## config.mk

```make
export PLATFORM = sky130hd
export DESIGN_NAME = frt_crc_unit
export DESIGN_NICKNAME = d
export VERILOG_FILES = /design/src/sv/assert_macros.svh /design/src/sv/frt_pkg.sv /design/src/sv/frt_crc_unit.sv
export SDC_FILE = /design/constraint.sdc
export NUM_CORES = 1
export LEC_CHECK = 0
export BUFFER_PORTS_ARGS = -buffer_cell sky130_fd_sc_hd__buf_2
export CAP_MARGIN = 25
export CORE_UTILIZATION = 40
export CTS_CLUSTER_SIZE = 12
export DETAILED_ROUTE_END_ITERATION = 10
export SETUP_SLACK_MARGIN = 0.3
export SYNTH_ARGS = -nofsm -noshare
export SYNTH_HDL_FRONTEND = slang
export SYNTH_SLANG_ARGS = --single-unit
```

## constraint.sdc

```tcl
create_clock -name clock -period 2.37 [get_ports clock]
set_clock_uncertainty 0.1 [all_clocks]
set_input_delay 0.1185 -clock clock [delete_from_list [all_inputs] [get_ports clock]]
set_output_delay 0.1185 -clock clock [all_outputs]
set_load 0.02 [all_outputs]
```

## src/sv/assert_macros.svh

```systemverilog
// Assertion macros used by the tracker RTL.
`ifndef ASSERT_MACROS_SVH
`define ASSERT_MACROS_SVH

// Property must hold at every clock edge outside reset.
`define FRT_ASSERT(lbl, clk, rst, prop) \
   lbl: assert property (@(posedge clk) disable iff (rst) prop) \
      else $error("assertion failed");

// Condition must never be true outside reset.
`define FRT_ASSERT_NEVER(lbl, clk, rst, cond) \
   lbl: assert property (@(posedge clk) disable iff (rst) !(cond)) \
      else $error("forbidden condition seen");

`endif

```

## src/sv/frt_pkg.sv

```systemverilog
`default_nettype none
package frt_pkg;

   localparam int DEF_MAX_FRAGMENTS = 256;
   localparam int DEF_FRAGMENT_SIZE = 128;
   localparam logic [31:0] CRC_POLY = 32'hEDB88320;
   localparam logic [5:0] REPLY_MAX = 6'd32;
   localparam logic [5:0] LIMIT_RESET = 6'd32;

   typedef enum logic [2:0] {
      KIND_HEADER  = 3'd0,
      KIND_DATA    = 3'd1,
      KIND_RESTART = 3'd2,
      KIND_BITMAP  = 3'd3,
      KIND_CRC     = 3'd4
   } kind_type;

   typedef enum logic [2:0] {
      STS_OK         = 3'd0,
      STS_DUP        = 3'd1,
      STS_RANGE      = 3'd2,
      STS_LENGTH     = 3'd3,
      STS_TOO_MANY   = 3'd4,
      STS_NO_SESSION = 3'd5
   } status_type;

   typedef enum logic [4:0] {
      ST_CLEAR,
      ST_IDLE,
      ST_HDR_SES,
      ST_HDR_CHK,
      ST_HDR_RD,
      ST_BM_SCAN_RD,
      ST_BM_SCAN_CHK,
      ST_BM_SIZE,
      ST_BM_RD0,
      ST_BM_LD0,
      ST_BM_RD,
      ST_BM_EMIT,
      ST_CRC_LEN,
      ST_CRC_LWAIT,
      ST_CRC_RD,
      ST_CRC_UPD,
      ST_RESP
   } state_type;

   // Reflected CRC-32 advanced by one byte.
   function automatic logic [31:0] crc_byte(input logic [31:0] crc, input logic [7:0] data);
      logic [31:0] c;
      c = crc ^ {24'd0, data};
      for (int b = 0; b < 8; b++) begin
         c = c[0] ? ((c >> 1) ^ CRC_POLY) : (c >> 1);
      end
      return c;
   endfunction

endpackage
`default_nettype wire

```

## src/sv/frt_crc_unit.sv

```systemverilog
`default_nettype none
module frt_crc_unit (
   input  wire logic        clock,
   input  wire logic        init,
   input  wire logic        upd,
   input  wire logic [7:0]  data,
   output logic      [31:0] crc
);
   import frt_pkg::*;

   logic [31:0] crc_ff;
   logic [31:0] crc_in;

   always_comb begin
      crc_in = crc_ff;
      if (init) begin
         crc_in = 32'hFFFFFFFF;
      end else if (upd) begin
         crc_in = crc_byte(crc_ff, data);
      end
   end

   always_ff @(posedge clock) begin
      crc_ff <= crc_in;
   end

   assign crc = crc_ff;

endmodule
`default_nettype wire

```

# [After elaboration in Yosys (flattened, before gate mapping)]
# Index checks and enable logic that the tools add are counted.
[word_totals] register_bits=32 in_bits=11 elab_cells=18
[op_classes] muxes=8 bitwise_logic=9
[ops] operator="$mux 32" count=8
[ops] operator="$not 13->14" count=8
[ops] operator="$xor 32x8->32" count=1

# [Logic depth before layout (Yosys ltp)]
# Gate-level depths: netlist of run 1.
[logic_depth] word_depth=17 ltp_mapped=5

# [Worst setup path after synthesis of run 1]
# No wires, ideal clock.
[synth_path] path_type="register to register" startpoint="register crc_ff[1], in the netlist crc[1]" endpoint="register crc_ff[20], in the netlist crc[20]" t_arrival_ns=1.714 t_required_ns=2.144 path_slack_ns=0.430 stages_incl_launch_ff=6 synth_period_minus_slack_ns=1.940 cell_sequence="dfxtp_1 xor2_2 xnor2_2 xnor3_1 xor2_1 o21ai_1"
[synth_via] elab_chain_len=13
[synth_lines] element="from (decl)" line_no="frt_crc_unit.sv:11" text="logic [31:0] crc_ff;"
[synth_lines] element="from (signal assigned)" line_no="frt_crc_unit.sv:24" text="crc_ff <= crc_in;"
[synth_lines] element="$xor 32x8->32 (*)" line_no="frt_pkg.sv:50" text="c = crc ^ {24'd0, data};"
[synth_lines] element="$mux 32 (*) (3 in a row)" line_no="frt_pkg.sv:52" text="c = c[0] ? ((c >> 1) ^ CRC_POLY) : (c >> 1);"
[synth_lines] element="$not 13->14 (no source line)"
[synth_lines] element="$mux 32 (*)" line_no="frt_pkg.sv:52"
[synth_lines] element="$not 13->14 (no source line)"
[synth_lines] element="$mux 32 (*) (2 in a row)" line_no="frt_pkg.sv:52"
[synth_lines] element="$not 13->14 (no source line)"
[synth_lines] element="$mux 32 (*)" line_no="frt_pkg.sv:52"
[synth_lines] element="$not 13->14 (no source line)"
[synth_lines] element="$mux 32 (*)" line_no="frt_pkg.sv:52"
# Every way passes the cells marked *; elsewhere a longest branch is shown, timed or not.
# A chain may end at the register's enable or synchronous reset.

# [Worst setup path in the final report of run 1]
[layout_path] startpoint="register crc_ff[2], in the netlist crc[2]" endpoint="register crc_ff[21], in the netlist crc[21]"
[layout_via] elab_chain_len=12
[layout_lines] element="$xor 32x8->32 (*)" line_no="frt_pkg.sv:50"
[layout_lines] element="$mux 32 (*) (4 in a row)" line_no="frt_pkg.sv:52"
[layout_lines] element="$not 13->14 (no source line)"
[layout_lines] element="$mux 32 (*)" line_no="frt_pkg.sv:52"
[layout_lines] element="$not 13->14 (no source line)"
[layout_lines] element="$mux 32 (*) (2 in a row)" line_no="frt_pkg.sv:52"
[layout_lines] element="$not 13->14 (no source line)"
[layout_lines] element="$mux 32 (*)" line_no="frt_pkg.sv:52"
# Marks and branches as above.

==> key figures, run 1 <==
GRT
  • GRT overflow: 0
  • Largest net degree at the start of global routing: 44
  • Initial antenna violation count: 0
  • First-pass GRT wire length: 6203 um
  • Gr usage total: 16.74%
  • Vias in the first global route: 1,246

Worst setup path
  • CP top delay family: XOR/XNOR gates
  • Most used cell, CP: xor2_1
  • Setup crit end kind: flip-flop
  • Setup CP Type: reg2reg
  • Cells along the critical path: xnor2_4 -> xnor3_2 -> xor2_1 -> xor2_1 -> o21ai_0
  • Critical Path AT: 2.03 ns
  • Worst EP required: 2.42 ns
  • Critical path's largest stage delay: 0.44 ns
  • Critical path launch point type: flip-flop
  • Slowest cell on crit path: xnor3_2
  • CP max FO: 6
  • Crit path buf inv count: 0

Detailed routing
  • Per-cell routed wire length: 14.07 um
  • Total number of vias: 1,339
  • Number of vias per cell: 4.851
  • Remaining DRCs: 0
  • TritonRoute pass-1 iters: 4
  • DR iter-0 viols: 62
  • WL final: 3883 um
  • Antenna Nets Post-Route: 0

Yosys
  • Distinct cells, synth: 19
  • Sequential-to-total area share from yosys stat: 35.12%
  • Xor/xnor share of the synthesized area: 41.84%
  • Area leader, netlist: dfxtp_1
  • Yosys reg bits: 32
  • Leading post-synthesis cells by cell area: dfxtp_1 (35%), xnor2_1 (18%), xor2_1 (9.1%), a211o_1 (8.6%), xnor2_2 (8.0%)
  • Yosys Warn Count: 0
  • Post-synthesis simple-gate area fraction: 5.967%
  • Post-synthesis mux area share: 0%
  • Compound-cell area share of the yosys netlist: 14.81%
  • Largest family of logic cells by synthesized area: XOR/XNOR gates
  • Post-synth top area share: 35.12%
  • Syn_area_per_cell: 10.13 um2
  • Synth Instances: 180
  • Cell Area, Synth: 0.001824 mm2
  • Post-Synth Adder-Cell Area: 0%
  • Mapped Nets: 191

Layout
  • Antenna diodes: 0
  • # nets final: 234
  • Most frequent cells in the layout: buf_2 (42), xnor2_1 (38), dfxtp_1 (32), nor2_1 (19)
  • Max reg flops: 32
  • Finished Cell Area: 0.002230 mm2
  • Layout Cells excl Fill: 276
  • Commonest non-fill, non-tap cell in the layout: buf_2
  • Layout cells sized above 1: 29.91%
  • Area growth syn-to-layout: 22.22%

Clocking
  • Worst-case clock buffer depth: 2
  • Root Buffer Master: clkbuf_8
  • Hold-fix buffers, CTS: 0
  • H-Tree Depth: 2
  • CTS clk-pin slew, worst paths: 0.07 ns
  • Clock Sinks: 32
  • Clock latency at the later pin of the worst-skew pair: 0.29 ns
  • Cts bufs inserted: 5
  • TritonCTS clock tree: done

Die
  • Die height: 69.53 um
  • Area of the die: 0.004834 mm2
  • Rows: 24
  • IO Pins: 43
  • Total core area: 0.004354 mm2
  • Initial Utilization: 41.90%
  • Die width: 69.53 um

STA
  • Final Setup Violations: 0
  • Final period utilization: 83.65%
  • Slew @ Worst Pin: 0.6264 ns
  • Setup TNS: 0 ns
  • Fmax: 504.4 MHz
  • Rel. slew slack: 58.24%
  • RSZ-0062 raised after global routing: no
  • Crit path time final: 1.982 ns
  • Worst hold margin: 0.1340 ns
  • Max Slew Vio Count: 0
  • Final hold vios: 0

Place
  • Dpl cell area: 0.002077 mm2
  • RePlAce Congestion: 0.7565
  • DP HPWL: 2760 um
  • Cells after DPL: 266
  • Input/output buffers: 42

Power
  • Power per cell area: 1617 mW/mm2
  • Sw frac: 42.22%
  • Clk pwr share: 14.3%
  • Leak: 0.8960 nW
  • P_int: 2.083 mW
  • Seq pwr share: 25.3%
  • Combinational group share of total power: 60.5%
  • VDD IR-drop max: 671.6 uV
  • Switching power: 1.522 mW
  • Design Power: 3.605 mW

Run status
  • Status: finished, final reports clean

Run
  • Max Cap Violations: 0

Worst hold path
  • Hold Path Class: in2reg
==> area by class of cell <==
type / instances / area [um2]
repair buffers: 46 / 240.2
well taps: 52 / 65.06
inverters: 1 / 3.754
multi-input cells: 137 / 1172
clock inverters: 2 / 35.03
fillers: 423 / 2125
clock buffers: 6 / 72.57
flip-flops and latches: 32 / 640.6
==> repair_timing <==
action                     in CTS  in global routing
resized for setup               0                  3
setup buffers                   0                  2
setup endpoints to repair       0                  8
hold endpoints to repair        0                  0
==> cells by family (layout without fill, tap and decap cells) <==
family / Yosys count / count (layout)
xor+xnor: 71 / 71
compound gates: 40 / 40
flops: 32 / 32
buf+inv: 11 / 55
simple gates: 26 / 26
==> power groups by stage <==
stage	clock network (mW)	logic [mW]	registers (mW)
floorplan	0	1.49	1.12
global placement	0	2.13	0.924
detailed placement	0	2.13	0.922
CTS	0.524	2.14	0.911
global route	0.544	2.39	0.934
finish	0.515	2.18	0.911
==> cells in the mapped netlist <==
library cell  number
o21ai_0            6
inv_1              1
nor3_1             5
xor2_1            19
clkbuf_1           8
xnor3_1            1
xnor2_1           38
o21bai_1           1
xnor2_2            9
a211o_1           18
xnor3_2            1
nor2_1            19
dfxtp_1           32
buf_1              2
xnor2_4            2
a21oi_1           13
nor2b_1            2
xor2_2             1
o21ai_1            2
==> metrics by stage <==
| stage | util, % | setup WS (ns) |
|---|---|---|
| 6_report | 51.21 | 0.3875 |
| 5_1_grt | 51.21 | 0.2943 |
| 4_1_cts | 50.17 | 0.3341 |
| 3_5_place_dp | 47.70 | 0.3609 |
| 3_3_place_gp | 47.70 | 0.3477 |
| 2_1_floorplan | - | 0.4304 |
==> path summary, 6_finish.rpt <==
path,from,to,slack (ns),cells past startpoint
worst max-delay path,crc[2]$_SDFFE_PP1P_,crc[21]$_SDFFE_PP1P_,0.39,5
worst min register to register,crc[11]$_SDFFE_PP1P_,crc[11]$_SDFFE_PP1P_,0.41,1
worst max register to register,crc[2]$_SDFFE_PP1P_,crc[21]$_SDFFE_PP1P_,0.39,5
worst min-delay path,upd,crc[31]$_SDFFE_PP1P_,0.13,3
==> per-layer routing <==
metal  routed length [um]  global-route usage (%)  vias up  share of wire (%)
met5                    0                       0        -                  0
met4                   29                   6.122        0               0.75
met3                  177                   4.360        4                4.6
met2                 1711                   25.24       34                 44
met1                 1965                   22.99      613                 51
li1                     -                       -      688                  -
==> worst reg2reg max path, stage by stage, from the launching register on <==
cell and delay [ns]:
dfxtp_1 0.38, xnor2_4 0.39, xnor3_2 0.45, xor2_1 0.27
xor2_1 0.17, o21ai_0 0.09
(Power assumes the default switching activity.)
==> inputs of run 2 (changes only) <==
--- a/config.mk
+++ b/config.mk
@@ -5,6 +5,7 @@
 export SDC_FILE = /design/constraint.sdc
 export NUM_CORES = 1
 export LEC_CHECK = 0
+export ABC_AREA = 1
 export BUFFER_PORTS_ARGS = -buffer_cell sky130_fd_sc_hd__buf_2
 export CAP_MARGIN = 25
 export CORE_UTILIZATION = 40
==> constraint.sdc (replaced) <==
create_clock -name clock -period 2 [get_ports clock]
set_clock_uncertainty 0.1 [all_clocks]
set_input_delay 0.1 -clock clock [delete_from_list [all_inputs] [get_ports clock]]
set_output_delay 0.1 -clock clock [all_outputs]
set_load 0.02 [all_outputs]
==> run 2 against run 1 <==
Net effect: worst setup slack improved by 0.019 ns; cell count rose by 64%; routed wire length rose by 50%; via count rose by 61%; sequential cell count did not move; global-route usage rose by 3.3 points; clock-buffer cell count rose by 2; power fell by 29%; critical endpoint is now crc[29]$_SDFFE_PP1P_; largest power group unchanged.
==> key figures, run 2 <==
Run status
  • Status: finished, final reports clean

Detailed routing
  • WL final: 5828 um
  • Total number of vias: 2,161
  • Remaining DRCs: 0
  • Per-cell routed wire length: 12.87 um
  • TritonRoute pass-1 iters: 6
  • Antenna Nets Post-Route: 0
  • Number of vias per cell: 4.770
  • DR iter-0 viols: 93

STA
  • Fmax: 627.6 MHz
  • Crit path time final: 1.593 ns
  • Rel. slew slack: 77.45%
  • Slew @ Worst Pin: 0.3382 ns
  • Final hold vios: 0
  • Setup TNS: 0 ns
  • Final Setup Violations: 0
  • Worst hold margin: 0.1569 ns
  • RSZ-0062 raised after global routing: yes
  • Final period utilization: 79.67%
  • Max Slew Vio Count: 0

GRT
  • Initial antenna violation count: 0
  • Vias in the first global route: 1,973
  • GRT overflow: 0
  • Gr usage total: 20.08%
  • Largest net degree at the start of global routing: 32
  • First-pass GRT wire length: 9459 um

Layout
  • # nets final: 391
  • Most frequent cells in the layout: nand2_1 (103), buf_2 (42), inv_1 (31), dfxtp_1 (31), a21oi_1 (30)
  • Commonest non-fill, non-tap cell in the layout: nand2_1
  • Area growth syn-to-layout: 17.32%
  • Core Util, Final: 49.27%
  • Number of fill cells: 583
  • Antenna diodes: 0
  • Finished Cell Area: 0.002746 mm2
  • Layout cells sized above 1: 27.56%
  • Max reg flops: 32

Power
  • Design Power: 2.573 mW
  • Leak: 1.399 nW
  • Power per cell area: 936.8 mW/mm2
  • VDD IR-drop max: 337.0 uV

Die
  • Die width: 78.50 um
  • Die height: 78.50 um
  • Initial Utilization: 42.00%
  • Rows: 27
  • Area of the die: 0.006162 mm2
  • IO Pins: 43
  • Total core area: 0.005574 mm2

Yosys
  • Leading post-synthesis cells by cell area: dfxtp_1 (27%), nand2_1 (17%), xor2_1 (8.2%), nand2_4 (8.2%), a21oi_1 (6.4%)
  • Sequential-to-total area share from yosys stat: 27.37%
  • Mapped Nets: 346
  • EDFF count, synth: 0
  • Synth top cells by count: nand2_1 (104), dfxtp_1 (32), inv_1 (31)
  • Cell Area, Synth: 0.002341 mm2
  • Ys flop type: dfxtp_1
  • Area leader, netlist: dfxtp_1
  • Ys async rst share: 0%
  • Post-synth top area share: 27.37%
  • Yosys Warn Count: 0
  • Count leader, synth: nand2_1
  • Syn_area_per_cell: 6.988 um2
  • Synth Instances: 335
  • Yosys reg bits: 32
  • Distinct cells, synth: 25

Worst setup path
  • Setup crit end kind: flip-flop
  • CP max FO: 9
  • Critical Path AT: 1.67 ns
  • Critical path launch point type: flip-flop
  • Setup CP Type: reg2reg
  • Worst EP required: 2.07 ns

Run
  • Max Cap Violations: 0

Clocking
  • CTS clk-pin slew, worst paths: 0.07 ns
  • Cts bufs inserted: 5
  • Clock latency at the later pin of the worst-skew pair: 0.29 ns
  • Clock Sinks: 32
  • H-Tree Depth: 2
  • Root Buffer Master: clkbuf_8
  • TritonCTS clock tree: done
  • Worst-case clock buffer depth: 2

Place
  • Input/output buffers: 42
  • Dpl cell area: 0.002625 mm2
  • RePlAce Congestion: 0.8645
  • DP HPWL: 4351 um

Worst hold path
  • Hold Path Class: in2reg
## run 2: metal layers
layer | global-route usage, % | vias to the layer above | wire, um
met4 | 6.667 | 0 | 82
li1 | - | 1144 | -
met2 | 33.39 | 41 | 2739
met1 | 25.72 | 968 | 2721
met5 | 0 | - | 0
met3 | 3.953 | 8 | 284
## run 2: stage by stage
| stage | setup slack (ns) | cells |
|---|---|---|
| CTS | 0.3558 | 452 |
| floorplan | 0.4185 | 335 |
| global route | 0.2935 | 453 |
| detailed placement | 0.3714 | 444 |
| global placement | 0.3560 | 444 |
| finish | 0.4066 | 453 |
## run 2: path summary, 6_finish.rpt
path | startpoint | to | slack, ns | depth (start not counted)
max | crc[0]$_SDFFE_PP1P_ | crc[29]$_SDFFE_PP1P_ | 0.41 | 11
max reg2reg | crc[0]$_SDFFE_PP1P_ | crc[29]$_SDFFE_PP1P_ | 0.41 | 11
min | init | crc[11]$_SDFFE_PP1P_ | 0.16 | 3
min reg2reg | crc[29]$_SDFFE_PP1P_ | crc[29]$_SDFFE_PP1P_ | 0.38 | 2
## run 2: cell type report
type | instances | area (um2) | area share, %
clock buffers | 8 | 90.09 | 3.280
inverters | 39 | 148.9 | 5.421
repair buffers | 47 | 247.7 | 9.021
multi-input cells | 255 | 1528 | 55.63
well taps | 72 | 90.09 | 3.280
flip-flops and latches | 32 | 641.9 | 23.37
## run 2: report_power, final
part / switching [mW] / total (mW) / internal, mW
sequential: 0.0863 / 0.813 / 0.727
clock: 0.250 / 0.531 / 0.281
combinational: 0.783 / 1.23 / 0.446
total: 1.12 / 2.57 / 1.45
## run 2: cells by family (layout without fill, tap and decap cells)
group,count (synthesis),after routing,synth area share (%)
AO/OA/AOI/OAI,50,50,11.44
buffers and inverters,48,94,8.338
XOR/XNOR,32,32,14.54
flip-flops,32,32,27.36
AND/OR/NAND/NOR,173,173,38.32
## run 2: worst max-delay path: stages, from the launching register on
cell	delay [ns]
dfxtp_1	0.37
inv_1	0.08
nand2_1	0.10
nand2_4	0.10
nand2_4	0.10
nand2_8	0.09
nand2_1	0.08
nand2_1	0.05
nand2_1	0.07
nand2_1	0.07
a21oi_1	0.16
o21ai_1	0.09
## run 2: repair_timing
action                                  4_1_cts  5_1_grt
setup buffers                                 0        1
endpoints found under the setup margin        0        9
gates resized for setup                       0        5
hold buffers                                  0        0
